===== src/sv/ptnm_pkg.sv =====
// ----------------------------------------------------------------------------
// ptnm_pkg
// Shared types, character codes and tone-mark tables for the pinyin tone
// number to tone mark converter.
// ----------------------------------------------------------------------------
package ptnm_pkg;

  typedef logic [7:0] byte_t;
  typedef logic [6:0] char_t;
  typedef logic [3:0] vowel_idx_t;
  typedef logic [1:0] tone_t;
  typedef logic [8:0] code_point_t;

  // ASCII codes
  localparam byte_t ASCII_LC_A = 8'h61;
  localparam byte_t ASCII_LC_Z = 8'h7A;
  localparam byte_t ASCII_UC_A = 8'h41;
  localparam byte_t ASCII_UC_Z = 8'h5A;
  localparam byte_t ASCII_ONE  = 8'h31;
  localparam byte_t ASCII_FIVE = 8'h35;

  // Vowel table order: a A e E o O i I u U
  localparam vowel_idx_t VI_LC_A = 4'd0;
  localparam vowel_idx_t VI_UC_A = 4'd1;
  localparam vowel_idx_t VI_LC_E = 4'd2;
  localparam vowel_idx_t VI_UC_E = 4'd3;
  localparam vowel_idx_t VI_LC_O = 4'd4;
  localparam vowel_idx_t VI_UC_O = 4'd5;
  localparam vowel_idx_t VI_LC_I = 4'd6;
  localparam vowel_idx_t VI_UC_I = 4'd7;
  localparam vowel_idx_t VI_LC_U = 4'd8;
  localparam vowel_idx_t VI_UC_U = 4'd9;

  // Number of vowel classes tracked by first position (a A e E o O)
  localparam int NumFirstCls = 6;

  typedef struct packed {
    logic       hit;
    vowel_idx_t idx;
  } vowel_hit_t;

  // Classify a 7-bit letter as one of the ten vowels
  function automatic vowel_hit_t vowel_lookup(input char_t c);
    vowel_hit_t r;
    r.hit = 1'b1;
    case (c)
      7'h61:   r.idx = VI_LC_A;
      7'h41:   r.idx = VI_UC_A;
      7'h65:   r.idx = VI_LC_E;
      7'h45:   r.idx = VI_UC_E;
      7'h6F:   r.idx = VI_LC_O;
      7'h4F:   r.idx = VI_UC_O;
      7'h69:   r.idx = VI_LC_I;
      7'h49:   r.idx = VI_UC_I;
      7'h75:   r.idx = VI_LC_U;
      7'h55:   r.idx = VI_UC_U;
      default: begin
        r.hit = 1'b0;
        r.idx = VI_LC_A;
      end
    endcase
    return r;
  endfunction

  // Code point of a toned vowel; tones 1..4 map to 0..3
  function automatic code_point_t toned_cp(input vowel_idx_t vi, input tone_t tone);
    logic [35:0] row;
    case (vi)
      VI_LC_A: row = {9'h0E0, 9'h1CE, 9'h0E1, 9'h101};
      VI_UC_A: row = {9'h0C0, 9'h1CD, 9'h0C1, 9'h100};
      VI_LC_E: row = {9'h0E8, 9'h11B, 9'h0E9, 9'h113};
      VI_UC_E: row = {9'h0C8, 9'h11A, 9'h0C9, 9'h112};
      VI_LC_O: row = {9'h0F2, 9'h1D2, 9'h0F3, 9'h14D};
      VI_UC_O: row = {9'h0D2, 9'h1D1, 9'h0D3, 9'h14C};
      VI_LC_I: row = {9'h0EC, 9'h1D0, 9'h0ED, 9'h12B};
      VI_UC_I: row = {9'h0CC, 9'h1CF, 9'h0CD, 9'h12A};
      VI_LC_U: row = {9'h0F9, 9'h1D4, 9'h0FA, 9'h16B};
      VI_UC_U: row = {9'h0D9, 9'h1D3, 9'h0DA, 9'h16A};
      default: row = '0;
    endcase
    return row[tone*9 +: 9];
  endfunction

endpackage


===== src/sv/ptnm_in_if.sv =====
// ----------------------------------------------------------------------------
// ptnm_in_if
// Valid/ready channel carrying one byte of numbered pinyin text.
// ----------------------------------------------------------------------------
interface ptnm_in_if;
  import ptnm_pkg::*;

  logic  valid;
  logic  ready;
  byte_t in_byte;

  modport source (output valid, output in_byte, input ready);
  modport sink   (input valid, input in_byte, output ready);
endinterface


===== src/sv/ptnm_out_if.sv =====
// ----------------------------------------------------------------------------
// ptnm_out_if
// Valid/ready channel carrying one byte of converted, tone-marked output.
// ----------------------------------------------------------------------------
interface ptnm_out_if;
  import ptnm_pkg::*;

  logic  valid;
  logic  ready;
  byte_t out_byte;
  logic  last_of_syllable;
  logic  dropped;

  modport source (output valid, output out_byte, output last_of_syllable,
                  output dropped, input ready);
  modport sink   (input valid, input out_byte, input last_of_syllable,
                  input dropped, output ready);
endinterface


===== src/sv/pinyin_tone_number_to_mark_core.sv =====
// ----------------------------------------------------------------------------
// pinyin_tone_number_to_mark_core
// Converts numbered pinyin (e.g. "hao3") into UTF-8 tone-marked pinyin.
//
//   channel  dir  payload                               transfer when
//   in_i     in   in_byte[7:0]                          valid & ready
//   out_o    out  out_byte[7:0], last_of_syllable,      valid & ready
//                 dropped
//
// Letters and non-tone bytes are taken while idle. A tone digit starts the
// emission of one output byte per letter (plus one extra for the marked
// vowel), paced by the one-letter-per-cycle read of the letter RAM and the
// single output register, and held while out_o stalls. A dropped syllable
// gives one zero byte. Output stalls hold the emitter; in_i is ready only
// while it is idle. No clearing pass after reset: the letter RAM is only
// read below the fill count.
// ----------------------------------------------------------------------------
module pinyin_tone_number_to_mark_core #(
  parameter int MAX_LETTERS = 8
) (
  input  logic              clk_i,
  input  logic              rst_ni,
  ptnm_in_if.sink           in_i,
  ptnm_out_if.source        out_o
);
  import ptnm_pkg::*;

  localparam int AddrW = (MAX_LETTERS > 1) ? $clog2(MAX_LETTERS) : 1;
  localparam int LenW  = $clog2(MAX_LETTERS + 1);

  typedef logic [AddrW-1:0] addr_t;
  typedef logic [LenW-1:0]  len_t;

  typedef enum logic [3:0] {
    S_IDLE   = 4'b0001,
    S_EMIT   = 4'b0010,
    S_SECOND = 4'b0100,
    S_DROP   = 4'b1000
  } state_e;

  state_e state_q, state_d;

  // Run tracking
  len_t       len_q, len_d;
  logic       ovf_q, ovf_d;
  logic [NumFirstCls-1:0] cls_found_q, cls_found_d;
  addr_t      cls_pos_q [NumFirstCls];
  addr_t      cls_pos_d [NumFirstCls];
  logic       has_u_q, has_u_d;
  logic       lastv_found_q, lastv_found_d;
  addr_t      lastv_pos_q, lastv_pos_d;
  vowel_idx_t lastv_vi_q, lastv_vi_d;

  // Emission context
  addr_t       idx_q, idx_d;
  addr_t       last_idx_q, last_idx_d;
  logic        mark_en_q, mark_en_d;
  addr_t       mark_pos_q, mark_pos_d;
  code_point_t cp_q, cp_d;

  // Output register
  logic  out_valid_q, out_valid_d;
  byte_t out_byte_q, out_byte_d;
  logic  out_last_q, out_last_d;
  logic  out_drop_q, out_drop_d;

  // Letter RAM
  char_t mem [MAX_LETTERS];
  char_t rd_q;
  logic  wr_en;
  logic  rd_en;
  addr_t rd_addr;

  // Decode of the incoming byte
  logic       in_xfer;
  logic       is_letter;
  logic       is_tone;
  vowel_hit_t in_vowel;
  logic       sel_found;
  addr_t      sel_pos;
  vowel_idx_t sel_vi;
  logic       out_free;
  logic       at_mark;
  logic       at_last;

  assign in_xfer   = in_i.valid && in_i.ready;
  assign is_letter = (in_i.in_byte >= ASCII_LC_A && in_i.in_byte <= ASCII_LC_Z) ||
                     (in_i.in_byte >= ASCII_UC_A && in_i.in_byte <= ASCII_UC_Z);
  assign is_tone   = (in_i.in_byte >= ASCII_ONE && in_i.in_byte <= ASCII_FIVE);
  assign in_vowel  = vowel_lookup(in_i.in_byte[6:0]);
  assign out_free  = !out_valid_q || out_o.ready;
  assign at_mark   = mark_en_q && (idx_q == mark_pos_q);
  assign at_last   = (idx_q == last_idx_q);

  assign in_i.ready             = (state_q == S_IDLE);
  assign out_o.valid            = out_valid_q;
  assign out_o.out_byte         = out_byte_q;
  assign out_o.last_of_syllable = out_last_q;
  assign out_o.dropped          = out_drop_q;

  // Vowel choice: first a, A, e, E; then o, O if the run has a u; else last
  always_comb begin
    sel_found = lastv_found_q;
    sel_pos   = lastv_pos_q;
    sel_vi    = lastv_vi_q;
    for (int k = NumFirstCls - 1; k >= 0; k--) begin
      if (cls_found_q[k] && (k < 4 || has_u_q)) begin
        sel_found = 1'b1;
        sel_pos   = cls_pos_q[k];
        sel_vi    = vowel_idx_t'(k);
      end
    end
  end

  // Main control
  always_comb begin
    state_d       = state_q;
    len_d         = len_q;
    ovf_d         = ovf_q;
    cls_found_d   = cls_found_q;
    cls_pos_d     = cls_pos_q;
    has_u_d       = has_u_q;
    lastv_found_d = lastv_found_q;
    lastv_pos_d   = lastv_pos_q;
    lastv_vi_d    = lastv_vi_q;
    idx_d         = idx_q;
    last_idx_d    = last_idx_q;
    mark_en_d     = mark_en_q;
    mark_pos_d    = mark_pos_q;
    cp_d          = cp_q;
    out_valid_d   = out_valid_q && !out_o.ready;
    out_byte_d    = out_byte_q;
    out_last_d    = out_last_q;
    out_drop_d    = out_drop_q;
    wr_en         = 1'b0;
    rd_en         = 1'b0;
    rd_addr       = idx_q + addr_t'(1);

    case (state_q)
      S_IDLE: begin
        rd_addr = '0;
        if (in_xfer) begin
          if (is_letter) begin
            if (len_q < len_t'(MAX_LETTERS)) begin
              wr_en = 1'b1;
              len_d = len_q + len_t'(1);
              if (in_vowel.hit) begin
                lastv_found_d = 1'b1;
                lastv_pos_d   = len_q[AddrW-1:0];
                lastv_vi_d    = in_vowel.idx;
                if (in_vowel.idx == VI_LC_U || in_vowel.idx == VI_UC_U) begin
                  has_u_d = 1'b1;
                end
                for (int k = 0; k < NumFirstCls; k++) begin
                  if (in_vowel.idx == vowel_idx_t'(k) && !cls_found_q[k]) begin
                    cls_found_d[k] = 1'b1;
                    cls_pos_d[k]   = len_q[AddrW-1:0];
                  end
                end
              end
            end else begin
              ovf_d = 1'b1;
            end
          end else if (!is_tone || ovf_q || len_q != '0) begin
            // Any syllable end or separator clears the run
            len_d         = '0;
            ovf_d         = 1'b0;
            cls_found_d   = '0;
            has_u_d       = 1'b0;
            lastv_found_d = 1'b0;
            if (is_tone && ovf_q) begin
              state_d = S_DROP;
            end else if (is_tone) begin
              mark_en_d  = sel_found && (in_i.in_byte != ASCII_FIVE);
              mark_pos_d = sel_pos;
              cp_d       = toned_cp(sel_vi, tone_t'(in_i.in_byte[2:0] - 3'd1));
              last_idx_d = addr_t'(len_q - len_t'(1));
              idx_d      = '0;
              rd_en      = 1'b1;
              state_d    = S_EMIT;
            end
          end
        end
      end

      S_EMIT: begin
        if (out_free) begin
          out_valid_d = 1'b1;
          out_drop_d  = 1'b0;
          if (at_mark) begin
            out_byte_d = {3'b110, 2'b00, cp_q[8:6]};
            out_last_d = 1'b0;
            state_d    = S_SECOND;
          end else begin
            out_byte_d = {1'b0, rd_q};
            out_last_d = at_last;
            if (at_last) begin
              state_d = S_IDLE;
            end else begin
              idx_d = idx_q + addr_t'(1);
              rd_en = 1'b1;
            end
          end
        end
      end

      S_SECOND: begin
        if (out_free) begin
          out_valid_d = 1'b1;
          out_drop_d  = 1'b0;
          out_byte_d  = {2'b10, cp_q[5:0]};
          out_last_d  = at_last;
          if (at_last) begin
            state_d = S_IDLE;
          end else begin
            idx_d   = idx_q + addr_t'(1);
            rd_en   = 1'b1;
            state_d = S_EMIT;
          end
        end
      end

      S_DROP: begin
        if (out_free) begin
          out_valid_d = 1'b1;
          out_byte_d  = '0;
          out_last_d  = 1'b1;
          out_drop_d  = 1'b1;
          state_d     = S_IDLE;
        end
      end

      default: begin
        state_d = S_IDLE;
      end
    endcase
  end

  // Letter RAM: one write port, one registered read port
  always_ff @(posedge clk_i) begin
    if (wr_en) begin
      mem[len_q[AddrW-1:0]] <= in_i.in_byte[6:0];
    end
    if (rd_en) begin
      rd_q <= mem[rd_addr];
    end
  end

  // Control registers
  always_ff @(posedge clk_i or negedge rst_ni) begin
    if (!rst_ni) begin
      state_q       <= S_IDLE;
      len_q         <= '0;
      ovf_q         <= 1'b0;
      cls_found_q   <= '0;
      has_u_q       <= 1'b0;
      lastv_found_q <= 1'b0;
      out_valid_q   <= 1'b0;
    end else begin
      state_q       <= state_d;
      len_q         <= len_d;
      ovf_q         <= ovf_d;
      cls_found_q   <= cls_found_d;
      has_u_q       <= has_u_d;
      lastv_found_q <= lastv_found_d;
      out_valid_q   <= out_valid_d;
    end
  end

  // Payload registers
  always_ff @(posedge clk_i) begin
    cls_pos_q   <= cls_pos_d;
    lastv_pos_q <= lastv_pos_d;
    lastv_vi_q  <= lastv_vi_d;
    idx_q       <= idx_d;
    last_idx_q  <= last_idx_d;
    mark_en_q   <= mark_en_d;
    mark_pos_q  <= mark_pos_d;
    cp_q        <= cp_d;
    out_byte_q  <= out_byte_d;
    out_last_q  <= out_last_d;
    out_drop_q  <= out_drop_d;
  end

  // Checks
  a_len_bound: assert property (@(posedge clk_i) disable iff (!rst_ni)
    len_q <= len_t'(MAX_LETTERS))
    else $error("letter count beyond buffer depth");

  a_drop_form: assert property (@(posedge clk_i) disable iff (!rst_ni)
    out_valid_q && out_drop_q |-> out_last_q && (out_byte_q == '0))
    else $error("dropped transfer not a lone zero byte");

  a_end_is_last: assert property (@(posedge clk_i) disable iff (!rst_ni)
    (state_q != S_IDLE) && (state_d == S_IDLE) |=> out_valid_q && out_last_q)
    else $error("syllable ended without a last byte");

  a_no_accept_busy: assert property (@(posedge clk_i) disable iff (!rst_ni)
    (state_q == S_EMIT || state_q == S_SECOND) |-> !in_xfer && !wr_en)
    else $error("input taken while emitting");

endmodule


===== src/flat_wrapper.sv =====
// flat-port wrapper written by rule: the top's interface ports become plain ports
module pinyin_tone_number_to_mark_core_flat import ptnm_pkg::*;
#(
  parameter int MAX_LETTERS = 8
)
  (clk_i, rst_ni, in_i_valid, in_i_in_byte, in_i_ready, out_o_valid, out_o_out_byte, out_o_last_of_syllable, out_o_dropped, out_o_ready);
  ptnm_in_if in_i_i ();
  ptnm_out_if out_o_i ();
  input  logic clk_i;
  input  logic rst_ni;
  input wire logic [$bits(in_i_i.valid)-1:0] in_i_valid;
  input wire logic [$bits(in_i_i.in_byte)-1:0] in_i_in_byte;
  output wire logic [$bits(in_i_i.ready)-1:0] in_i_ready;
  output wire logic [$bits(out_o_i.valid)-1:0] out_o_valid;
  output wire logic [$bits(out_o_i.out_byte)-1:0] out_o_out_byte;
  output wire logic [$bits(out_o_i.last_of_syllable)-1:0] out_o_last_of_syllable;
  output wire logic [$bits(out_o_i.dropped)-1:0] out_o_dropped;
  input wire logic [$bits(out_o_i.ready)-1:0] out_o_ready;
  assign in_i_i.valid = in_i_valid;
  assign in_i_i.in_byte = in_i_in_byte;
  assign in_i_ready = in_i_i.ready;
  assign out_o_valid = out_o_i.valid;
  assign out_o_out_byte = out_o_i.out_byte;
  assign out_o_last_of_syllable = out_o_i.last_of_syllable;
  assign out_o_dropped = out_o_i.dropped;
  assign out_o_i.ready = out_o_ready;
  pinyin_tone_number_to_mark_core #(.MAX_LETTERS(MAX_LETTERS)) u_core (.clk_i(clk_i), .rst_ni(rst_ni), .in_i(in_i_i), .out_o(out_o_i));
endmodule

===== config.mk =====
export PLATFORM = sky130hd
export DESIGN_NAME = pinyin_tone_number_to_mark_core_flat
export DESIGN_NICKNAME = d
export VERILOG_FILES = /design/src/sv/ptnm_pkg.sv /design/src/sv/ptnm_in_if.sv /design/src/sv/ptnm_out_if.sv /design/src/sv/pinyin_tone_number_to_mark_core.sv /design/src/flat_wrapper.sv
export SDC_FILE = /design/constraint.sdc
export NUM_CORES = 1
export LEC_CHECK = 0
export BUFFER_PORTS_ARGS = -buffer_cell sky130_fd_sc_hd__clkbuf_2
export CORE_MARGIN = 1.5
export CORE_UTILIZATION = 29
export CTS_BUF_LIST = sky130_fd_sc_hd__clkbuf_4 sky130_fd_sc_hd__clkbuf_8
export DETAILED_ROUTE_END_ITERATION = 8
export GPL_TIMING_DRIVEN = 0
export MAX_ROUTING_LAYER = met4
export PLACE_DENSITY = 0.41
export SYNTH_ARGS = -nofsm -noshare
export SYNTH_HDL_FRONTEND = slang
export SYNTH_SLANG_ARGS = --single-unit
export TNS_END_PERCENT = 100

===== constraint.sdc =====
create_clock -name clk_i -period 3.4 [get_ports clk_i]
set_input_delay 0 -clock clk_i [delete_from_list [all_inputs] [get_ports clk_i]]
set_output_delay 0 -clock clk_i [all_outputs]
set_load 0.005 [all_outputs]

== Word-level counts from Yosys, hierarchy flattened ==
Memories as Yosys holds them, arrays and structs flattened. A register that Yosys moved wholly into a read port is not among the register bits.
Index checks and enable logic that the tools add are counted.

* Memories kept: 2
* Register bits: 72
* RAM bits: 56
* Bits in latches: 0
* Bits in read-only memories: 512
* Output and inout port bits: 12
* Logic and storage cells: 254
* Bits of input ports: 12

{| class="wikitable"
|+ Memories
! memory !! depth !! width !! read ports !! clocked after memory_dff !! wr ports !! RTL line !! source
|-
| (name not given) || 16 || 32 || 1 || 0 || 0 || ptnm_pkg.sv:68 || <nowiki>case (vi)</nowiki>
|-
| u_core.mem || 8 || 7 || 1 || 1 || 1 || pinyin_tone_number_to_mark_core.sv:68 || <nowiki>char_t mem [MAX_LETTERS];</nowiki>
|}

* $mul: 1
* Div/mod/pow operators: 0
* Reductions and logical operators: 61
* Bitwise gates (word level): 2
* Magnitude comparators: 7
* Shifts and indexed selects: 1
* Mux-type cells: 102
* Equal/unequal tests: 46
* Add/sub/neg operators: 4

{| class="wikitable"
|+ Operator list
! cell !! number
|-
| $mux 36 || 6
|-
| $reduce_and 6->1 || 14
|-
| $mux 4 || 19
|-
| $eq 7x7->1 const B || 10
|-
| $mux 3 || 16
|-
| $mux 1 || 45
|-
| $pmux 4 s9 || 1
|-
| $shiftx 36x7->9 || 1
|-
| $mux 8 || 4
|-
| $ne 2x2->1 const B || 16
|-
| $mux 6 || 4
|-
| $pmux 8 s3 || 1
|-
| $ge 8x7->1 const B || 2
|-
| $le 8x7->1 const B || 2
|-
| $logic_and 1x1->1 || 16
|-
| $pmux 4 s4 || 1
|-
| $eq 4x2->1 const B || 3
|-
| $eq 4x3->1 const B || 3
|-
| $eq 4x4->1 const B || 3
|-
| $reduce_and 4->1 || 3
|-
| $reduce_and 5->1 || 2
|-
| $reduce_or 10->1 || 1
|-
| $logic_not 1->1 || 9
|-
| $pmux 3 s3 || 1
|-
| other kinds (28) || 41
|}

== Logic depth before layout (Yosys ltp) ==
Gate-level depths: netlist of the first run.
An unclocked memory read counts as a cell.

* Word-level depth: 15
* Gate-level depth with buffers: 11
* Mapped depth without buffers: 9

== Worst setup path before layout of the first run ==
OpenSTA, ideal clock, no wires.

* Path type: flip-flop to flip-flop
* Start point: register u_core.state_q[0]
* End point: memory u_core.mem[0][0] in the netlist's numbering, enable pin
* Period minus slack after synthesis: 2.735 ns
* Required time: 3.010 ns
* Arrival time: 2.344 ns
* Buffers on the path: 1
* Setup time: 0.390 ns
* Stages on the path, launching flop included: 7
* Path slack: 0.665 ns
* Cells stage by stage: dfstp_2 > or4b_4 > clkinv_4 > and2_0 > clkbuf_1 > nand3_1 > nor4_1

* Word-level cells in the longest chain between the ends: 6

{| class="wikitable"
|+ RTL lines
! element !! RTL line !! source
|-
| from (decl) || pinyin_tone_number_to_mark_core.sv:41 || <nowiki>state_e state_q, state_d;</nowiki>
|-
| from (signal assigned) || pinyin_tone_number_to_mark_core.sv:260 || <nowiki>state_q <= state_d;</nowiki>
|-
| $eq 4x1->1 * || pinyin_tone_number_to_mark_core.sv:95 || <nowiki>assign in_i.ready = (state_q == S_IDLE);</nowiki>
|-
| named net in_i_ready || flat_wrapper.sv:13 || <nowiki>output wire logic [$bits(in_i_i.ready)-1:0] in_i_ready;</nowiki>
|-
| $logic_and 1x1->1 || pinyin_tone_number_to_mark_core.sv:86 || <nowiki>assign in_xfer = in_i.valid && in_i.ready;</nowiki>
|-
| $mux 1 || pinyin_tone_number_to_mark_core.sv:142 || <nowiki>if (in_xfer) begin</nowiki>
|-
| $mux 1 * || pinyin_tone_number_to_mark_core.sv:139 || <nowiki>case (state_q)</nowiki>
|-
| $mux 1 * || pinyin_tone_number_to_mark_core.sv:241 || <nowiki>if (wr_en) begin</nowiki>
|-
| $mux 1 (not written as such) * || pinyin_tone_number_to_mark_core.sv:242 || <nowiki>mem[len_q[AddrW-1:0]] <= in_i.in_byte[6:0];</nowiki>
|-
| to (decl) || pinyin_tone_number_to_mark_core.sv:68 ||
|}

Mark *: on every way through the listed nets, which the timed path passes. The rest lies on a longest branch.

== Final worst setup path of the first run ==
* Start point: input port in_i_in_byte[1]
* End point: memory u_core.mem[4][1] in the netlist's numbering, enable pin

* Word-level cells in the longest chain between the ends: 8
* Elaborated cells between the ends (all ways): 12
* Classes of those cells: order compare: 4; mux: 5; reduce/logical: 3

{| class="wikitable"
|+ RTL lines
! element !! RTL line !! source
|-
| from (decl) || flat_wrapper.sv:12 || <nowiki>input wire logic [$bits(in_i_i.in_byte)-1:0] in_i_in_byte;</nowiki>
|-
| $ge 8x7->1, or another cell as far along || pinyin_tone_number_to_mark_core.sv:87 || <nowiki>assign is_letter = (in_i.in_byte >= ASCII_LC_A && in_i.in_byte <= ASCII_LC_Z) ||</nowiki>
|-
| $logic_and 1x1->1 (on tied branches) || pinyin_tone_number_to_mark_core.sv:87, pinyin_tone_number_to_mark_core.sv:88 ||
|-
| $logic_or 1x1->1 * || pinyin_tone_number_to_mark_core.sv:87 ||
|-
| $mux 1 * || pinyin_tone_number_to_mark_core.sv:143 || <nowiki>if (is_letter) begin</nowiki>
|-
| $mux 1 * || pinyin_tone_number_to_mark_core.sv:142 ||
|-
| $mux 1 * || pinyin_tone_number_to_mark_core.sv:139 ||
|-
| $mux 1 * || pinyin_tone_number_to_mark_core.sv:241 ||
|-
| $mux 1 (not written as such) * || pinyin_tone_number_to_mark_core.sv:242 ||
|}

Every way passes the cells marked *; elsewhere a longest branch is shown, timed or not.

==> results of run 1 <==
-- through the flow --
step	cells	cell area, µm²	power, µW
CTS	859	7420	4270
detailed placement	819	6970	2970
global placement	817	6940	2960
global route	859	7430	4440
floorplan	514	6470	2660
finish	859	7430	4210
-- cell type report --
type | instances | area (µm²) | share of cell area
Sequential cell | 135 | 3970 | 0.534
Clock buffer | 17 | 234 | 0.0315
Inverter | 21 | 83.8 | 0.0113
Buffer | 24 | 116 | 0.0157
Tap cell | 280 | 350 | 0.0471
Clock inverter | 15 | 141 | 0.0190
Timing Repair Buffer | 33 | 210 | 0.0283
Multi-Input combinational cell | 334 | 2330 | 0.314
-- placed cells by master (no fill, tap or decap), types with 6 or more instances in the layout --
cell type,instances
nor3_1,15
clkbuf_2,24
dfrtp_1,17
mux2i_1,28
edfxtp_1,117
xor2_1,6
inv_1,18
clkbuf_1,17
a21oi_1,22
nand2_1,39
ha_1,13
mux4_2,7
mux2_2,7
nor2_1,44
nor2b_1,8
o21ai_0,18
nand2b_1,15
dlygate4sd3_1,8
clkbuf_8,17
nand3_1,20
-- worst paths after layout --
check                                         to                  from  cells after the start  slack (ps)
setup / recovery                u_core.mem[4][1]       in_i_in_byte[1]                      9          40
hold / removal                u_core.out_o.valid           out_o_ready                      3          50
setup reg to reg                u_core.mem[4][1]     u_core.state_q[0]                      6         210
hold reg to reg             u_core.lastv_found_q  u_core.lastv_found_q                      2         530
max in group asynchronous      u_core.state_q[0]                rst_ni                      2        2960
min in group asynchronous  u_core.cls_found_q[0]                rst_ni                      2          60
-- worst max-delay path, cell delays in order --
cell,delay (ps)
dlygate4sd3_1,530
clkbuf_2,220
inv_1,120
ha_1,140
clkbuf_1,330
nor2_1,100
a311oi_2,670
nand3_1,310
nor3_1,980
-- power groups by stage --
stage          Combinational (µW)  Sequential (µW)  Clock (µW)
2_1_floorplan                 646             2010           0
3_3_place_gp                  931             2030           0
3_5_place_dp                  930             2040           0
4_1_cts                       946             2000        1330
5_1_grt                      1030             2010        1390
6_report                      923             2000        1290
-- cell families (layout without fill, tap and decap cells) --
family	count (synthesis)	after routing	synth area share
XOR/XNOR	11	11	0.0149
adder cells (fa/ha/maj)	13	13	0.0251
AO/OA/AOI/OAI	92	92	0.0986
flip-flops	135	135	0.612
AND/OR/NAND/NOR	176	176	0.138
buffers and inverters	45	110	0.0309
multiplexers	42	42	0.0798
-- timing repair --
item | in CTS | in global routing
endpoints found under the setup margin | 0 | 28
resized for setup | 0 | 2
endpoints found under the hold margin | 68 | 0
hold buffers | 8 | 0
-- registers in the layout, summed over array words and instances (netlist names), 4 cells and up --
signal and cells:
u_core.out_o.out_byte 8, u_core.lastv_vi_q 4, u_core.cls_pos_q 18, u_core.state_q 4, u_core.len_q 4, u_core.cls_found_q 6
u_core.mem 56, u_core.rd_q 7, u_core.cp_q 9
-- metal layers --
layer,GRT usage,up-vias,share of wire
met5,-,-,0
met4,0.0481,0,0.014
met3,0.0367,22,0.041
met2,0.221,106,0.46
met1,0.191,2128,0.48
li1,-,2046,-
==> impl_metrics.csv, run 1 <==
group,metric,value,unit
power_and_ir_drop,swShare,0.312,
logic_synthesis,netlist_top_cells_area,"edfxtp_1 (54%), dfrtp_1 (6.6%), mux2i_1 (4.3%)",
run,maxCapViolCount,0,
global_routing,overflow,0,
drt,num_vias,4302,
drt,ant_nets,0,
finish,drive_gt1_frac,0.162,
critical_path,worstPathArrival,3440,ps
sta,hold_viol_final,0,
finish,fin_nets,591,
floorplan,die_w,152,µm
finish,syn_to_final_growth,14.8,%
sta,whs,46.5,ps
drt,routed_wirelength,15700,µm
placed_design,dp_slack,-122,ps
global_routing,grt_pass1_wl,25000,µm
logic_synthesis,ys_top_cells_by_count,"edfxtp_1 (117), nor2_1 (44), nand2_1 (39)",
sta,setup-tns-final,0,ps
sta,clock_skew,12.8,ps
global_routing,grt_max_degree,19,
drt,wire_per_inst,18.3,µm
logic_synthesis,syn_nets,539,
logic_synthesis,ys_ff_latch,135,
power_and_ir_drop,pwr-share-seq,0.474,
logic_synthesis,yosysUniqueCellTypes,67,
drt,dr.pass1.iters,6,
finish,insertedDiodeCount,0,
floorplan,start_util,0.296,
floorplan,core,21900,µm²
drt,drt_iter0_markers,297,
clock_tree,cts_setup_buffers,0,
placed_design,hpwl,11200,µm
sta,max_slew.worst_pin.slew,1160,ps
global_routing,antenna_found_initial,0,
drt,routed_via_density,5.01,
logic_synthesis,postSynth.asyncResetShare,0.133,
floorplan,std_cell_rows,54,
sta,rsz0062_at_grt,"true",
sta,max_slew_margin,0.221,
sta,finalCritPeriodShare,0.989,
finish,final_util,0.340,
clock_tree,ctsHtreeMaxLevel,4,
clock_tree,insertion_delay,460,ps
critical_path,worstSetupEndpointType,"flop",
drt,drc,0,
outcome,run_status,"complete, no violations",
clock_tree,clock-root-buffer,"clkbuf_8",
logic_synthesis,synth_top_area_cell,"edfxtp_1",
sta,finalSetupViolations,0,
critical_path,path_class,"in2reg",
floorplan,die_area,23200,µm²
clock_tree,cts_buffer_depth,2,
clock_tree,path_clk_slew,80,ps
power_and_ir_drop,p_int,2900,µW
critical_path,crit_path_max_fanout,12,
critical_path,crit_required,3470,ps
global_routing,grt_pass1_vias,4340,
logic_synthesis,yosysSeqAreaShare,0.612,
critical_path,critPathLaunchType,"input port",
sta,fin_crit,3360,ps
power_and_ir_drop,p_per_area,567,nW/µm²
placed_design,port_buffers,23,
logic_synthesis,avgSynthCellArea,12.6,µm²
power_and_ir_drop,power_switching,1320,µW
power_and_ir_drop,combPwrFrac,0.219,
clock_tree,cts_sinks,135,
power_and_ir_drop,peakVddDrop,0.270,mV
logic_synthesis,synth_edf_count,117,
floorplan,pin_count,24,
logic_synthesis,ys.flop_type,"edfxtp_1",
logic_synthesis,syn-cell-area,6470,µm²
power_and_ir_drop,clkPwrFrac,0.306,
logic_synthesis,synth.top_cell.area_share,0.543,
clock_tree,numCtsBuffers,17,
clock_tree,cts_tree,"done",
logic_synthesis,synthCells,514,
global_routing,track_usage,0.146,
sta,fmax,297,MHz
logic_synthesis,ys_warn_count,0,
floorplan,die_h,152,µm
finish,n_fill_cell,2200,
logic_synthesis,synth_most_common_cell,"edfxtp_1",
hold_path,hold_class,"in2reg",
placed_design,place_congestion,0.828,
sta,final_max_slew_viol_count,0,
sta,setup_ws,36.9,ps
power_and_ir_drop,p_leak,0.00262,µW
(Power assumes the default switching activity.)
==> inputs of run 2 (changes only) <==
- CTS_BUF_LIST: sky130_fd_sc_hd__clkbuf_4 sky130_fd_sc_hd__clkbuf_8 -> sky130_fd_sc_hd__clkbuf_16
==> run 2 against run 1 <==
Die area did not move; count of clock-buffer cells in the layout did not move; maximum frequency rose by 0.36%; non-clock buffer count fell by 2; largest power group unchanged; clock power rose by 37%.
==> impl_metrics.csv, run 2 (synthesis results as in run 1) <==
group,metric,value,unit
outcome,run_status,"complete, no violations",
critical_path,path_class,"in2reg",
drt,routed_wirelength,15700,µm
sta,finalCritPeriodShare,0.986,
finish,insertedDiodeCount,0,
critical_path,crit_path_max_fanout,11,
finish,layout_commonest_cell,"edfxtp_1",
sta,setup_ws,48.9,ps
finish,largest_reg_flops,56,
floorplan,core,21900,µm²
finish,drive_gt1_frac,0.163,
global_routing,grt_pass1_vias,4358,
finish,layout_common_cells,"edfxtp_1 (117), nor2_1 (44), nand2_1 (39), mux2i_1 (28), clkbuf_2 (24)",
drt,wire_per_inst,18.3,µm
floorplan,std_cell_rows,54,
run,maxCapViolCount,0,
global_routing,antenna_found_initial,0,
placed_design,hpwl,11200,µm
critical_path,crit_required,3430,ps
clock_tree,ctsHtreeMaxLevel,4,
clock_tree,path_clk_slew,60,ps
global_routing,track_usage,0.147,
critical_path,worstSetupEndpointType,"flop",
drt,drt_iter0_markers,285,
drt,routed_via_density,4.98,
floorplan,die_h,152,µm
global_routing,overflow,0,
critical_path,worstPathArrival,3380,ps
drt,dr.pass1.iters,5,
sta,max_slew_margin,0.220,
sta,whs,23.0,ps
sta,setup-tns-final,0,ps
sta,max_slew.worst_pin.slew,1160,ps
finish,final_area,7600,µm²
clock_tree,cts_sinks,135,
finish,syn_to_final_growth,17.5,%
power_and_ir_drop,peakVddDrop,0.361,mV
floorplan,die_area,23200,µm²
sta,clock_skew,17.2,ps
placed_design,post_dp_cell_area,6970,µm²
drt,num_vias,4271,
clock_tree,cts_tree,"done",
sta,fin_crit,3350,ps
sta,final_max_slew_viol_count,0,
critical_path,critPathLaunchType,"input port",
placed_design,dp_slack,-122,ps
sta,fmax,298,MHz
drt,ant_nets,0,
clock_tree,numCtsBuffers,17,
clock_tree,cts_buffer_depth,2,
clock_tree,clock-root-buffer,"clkbuf_16",
placed_design,place_congestion,0.828,
floorplan,die_w,152,µm
power_and_ir_drop,finalPower,4700,µW
clock_tree,insertion_delay,430,ps
sta,rsz0062_at_grt,"true",
sta,hold_viol_final,0,
floorplan,start_util,0.296,
clock_tree,cts_setup_buffers,0,
power_and_ir_drop,p_leak,0.00270,µW
global_routing,grt_max_degree,19,
floorplan,pin_count,24,
global_routing,grt_pass1_wl,25100,µm
hold_path,hold_class,"in2reg",
sta,finalSetupViolations,0,
finish,fin_nets,589,
placed_design,port_buffers,23,
drt,drc,0,
power_and_ir_drop,p_per_area,618,nW/µm²
==> run 2: cell types whose count changed in the layout (fill, tap and decap cells not counted) <==
cell,delta
clkbuf_16,+17
clkbuf_8,-17
dlygate4sd3_1,-2
==> run 2: timing repair <==
item,CTS,global route
hold endpoints to repair,51,0
resized for setup,0,2
hold buffers,6,0
setup endpoints to repair,0,28
==> run 2: layout make-up <==
type	count	area, µm²
Sequential cell	135	3970
Fill cell	2179	14300
Buffer	24	116
Tap cell	280	350
Clock buffer	17	425
Multi-Input combinational cell	334	2330
Inverter	21	83.8
Clock inverter	15	141
Timing Repair Buffer	31	190
==> run 2: metrics by stage <==
stage               instances  utilization
floorplan                 514            -
global placement          817        0.317
detailed placement        819        0.318
CTS                       857        0.347
global route              857        0.347
finish                    857        0.347
==> run 2: routing by layer <==
metal / up-vias / global-route usage / wire length [µm]
met5: - / - / 0
met4: 0 / 0.0495 / 204
met3: 15 / 0.0358 / 519
met2: 90 / 0.223 / 7290
met1: 2118 / 0.193 / 7700
li1: 2048 / - / -
==> run 2: final timing paths <==
kind                                      startpoint                    to  slack [ps]  cells past startpoint
worst max-delay path                 in_i_in_byte[3]      u_core.mem[4][1]          50                      7
worst min-delay path                 in_i_in_byte[2]      u_core.mem[0][2]          20                      1
worst max register to register     u_core.state_q[0]      u_core.mem[4][1]         190                      6
worst min register to register  u_core.lastv_found_q  u_core.lastv_found_q         520                      2
max in group asynchronous                     rst_ni     u_core.state_q[0]        2910                      2
min in group asynchronous                     rst_ni        u_core.has_u_q         100                      2
==> run 2: where the power goes <==
part           leakage (µW)  switching [µW]  internal [µW]
clock              0.000262             754           1020
sequential          0.00130            71.0           1930
combinational       0.00113             546            376
total               0.00270            1370           3330
==> run 2: worst max-delay path: stages <==
cell and delay [ps]:
dlygate4sd3_1 530, clkbuf_2 200, clkbuf_1 280, a311o_1 420
a311oi_2 630, nand3_1 310, nor3_1 990
==> inputs of run 3 (changes only) <==
- clock period: 3.4 -> 3.7 ns (I/O delays scaled with it)
==> run 3 against run 2 <==
Combinational power fell by 8.2%; routed wire length barely moved; sequential share of layout area rose by 0.069 points; via count rose by 0.26%; worst setup slack improved by 250 ps; die area did not move; sequential power fell by 8%; first-iteration DRC count rose by 5.6%; critical path depth rose by 2.
==> impl_metrics.csv, run 3 (synthesis results as in run 1) <==
group,metric,value,unit
global_routing,antenna_found_initial,0,
critical_path,critPathLaunchType,"input port",
drt,drt_iter0_markers,301,
floorplan,start_util,0.296,
global_routing,grt_pass1_vias,4355,
finish,drive_gt1_frac,0.159,
power_and_ir_drop,p_int,3060,µW
sta,finalSetupViolations,0,
power_and_ir_drop,swShare,0.292,
drt,ant_nets,0,
clock_tree,cts_tree,"done",
critical_path,path_class,"in2reg",
power_and_ir_drop,p_leak,0.00269,µW
drt,wire_per_inst,18.3,µm
sta,finalCritPeriodShare,0.919,
critical_path,cp_slowest_cell,"nor3_1",
global_routing,track_usage,0.147,
finish,insertedDiodeCount,0,
sta,hold_viol_final,0,
sta,fmax,294,MHz
critical_path,worstPathArrival,3430,ps
drt,num_vias,4282,
sta,fin_crit,3400,ps
placed_design,post_dp_cell_area,6970,µm²
critical_path,crit_required,3730,ps
floorplan,std_cell_rows,54,
sta,rsz0062_at_grt,"true",
placed_design,dp.cells,819,
clock_tree,cts_sinks,135,
clock_tree,clock-root-buffer,"clkbuf_16",
sta,final_max_slew_viol_count,0,
power_and_ir_drop,p_per_area,568,nW/µm²
hold_path,hold_class,"in2reg",
clock_tree,cts_setup_buffers,0,
global_routing,grt_pass1_wl,25000,µm
critical_path,crit_path_max_fanout,12,
run,maxCapViolCount,0,
power_and_ir_drop,combPwrFrac,0.196,
floorplan,die_h,152,µm
critical_path,crit_path_cell_trace,"dlygate4sd3_1 > clkbuf_2 > inv_1 > ha_1 > clkbuf_1 > nor2_1 > a311oi_2 > nand3_1 > nor3_1",
drt,routed_via_density,5.00,
drt,drc,0,
floorplan,core,21900,µm²
critical_path,cp_slowest_stage_delay,990,ps
finish,fin_nets,589,
critical_path,worstSetupEndpointType,"flop",
power_and_ir_drop,clkPwrFrac,0.378,
power_and_ir_drop,pwr-share-seq,0.426,
floorplan,die_area,23200,µm²
floorplan,die_w,152,µm
sta,clock_skew,12.6,ps
global_routing,overflow,0,
finish,layout_commonest_cell,"edfxtp_1",
power_and_ir_drop,power_switching,1260,µW
sta,max_slew.worst_pin.slew,1230,ps
placed_design,place_congestion,0.828,
finish,fin_cells,857,
clock_tree,numCtsBuffers,17,
power_and_ir_drop,peakVddDrop,0.332,mV
finish,layout_common_cells,"edfxtp_1 (117), nor2_1 (44), nand2_1 (39), mux2i_1 (28), clkbuf_2 (24)",
placed_design,port_buffers,23,
finish,syn_to_final_growth,17.3,%
finish,largest_reg_flops,56,
clock_tree,ctsHtreeMaxLevel,4,
sta,max_slew_margin,0.170,
drt,routed_wirelength,15700,µm
clock_tree,path_clk_slew,60,ps
drt,dr.pass1.iters,5,
global_routing,grt_max_degree,19,
clock_tree,cts_buffer_depth,2,
placed_design,hpwl,11200,µm
floorplan,pin_count,24,
finish,final_area,7590,µm²
clock_tree,insertion_delay,430,ps
outcome,run_status,"complete, no violations",
[run 3: layout make-up]
class,instances,area (µm²)
tap,280,350
timing repair buffer,31,190
fill,2179,14300
clock inverter,15,141
buffer,24,116
inverter,21,83.8
sequential,135,3970
clock buffer,17,425
multi-input combinational,334,2320
[run 3: power by group through the flow]
stage	sequential [µW]	clock [µW]	combinational, µW
6_report	1840	1630	847
5_1_grt	1850	1730	948
4_1_cts	1840	1670	867
3_5_place_dp	1870	0	854
3_3_place_gp	1870	0	856
2_1_floorplan	1850	0	594
[run 3: routing by layer]
metal / share of wire / wire length, µm / track usage
met1: 0.49 / 7640 / 0.193
met2: 0.46 / 7280 / 0.221
met3: 0.037 / 575 / 0.0358
met4: 0.014 / 214 / 0.0495
met5: 0 / 0 / -
[run 3: worst paths after layout]
| path | slack [ps] | cells after the start | start | endpoint |
|---|---|---|---|---|
| setup reg to reg | 490 | 6 | u_core.state_q[0] | u_core.mem[6][2] |
| setup / recovery | 300 | 9 | in_i_in_byte[1] | u_core.mem[6][2] |
| min in group asynchronous | 100 | 2 | rst_ni | u_core.has_u_q |
| hold reg to reg | 520 | 2 | u_core.lastv_found_q | u_core.lastv_found_q |
| max in group asynchronous | 3220 | 2 | rst_ni | u_core.state_q[0] |
| hold / removal | 30 | 1 | in_i_in_byte[2] | u_core.mem[0][2] |
[run 3: critical path: cells and delay by family]
family                     cells  cell delay [ps]
AOI/OAI and AO/OA              1              670
adders and majority gates      1              140
buffers and inverters          4             1200
and+or+nand+nor                3             1390
[run 3: stage by stage]
stage	setup TNS (ps)	total power, µW	hold WS [ps]	setup WS (ps)	utilization
floorplan	0	2440	-296	965	-
global placement	-2930	2720	21.2	-241	0.317
detailed placement	0	2730	25.2	178	0.318
CTS	0	4380	13.1	302	0.347
global route	-1840	4530	21.0	-141	0.347
finish	0	4320	26.4	301	0.347
[run 3: what timing repair did]
action,CTS,global route
hold buffers,6,0
resized for setup,0,0
endpoints found under the setup margin,0,14
endpoints found under the hold margin,51,0
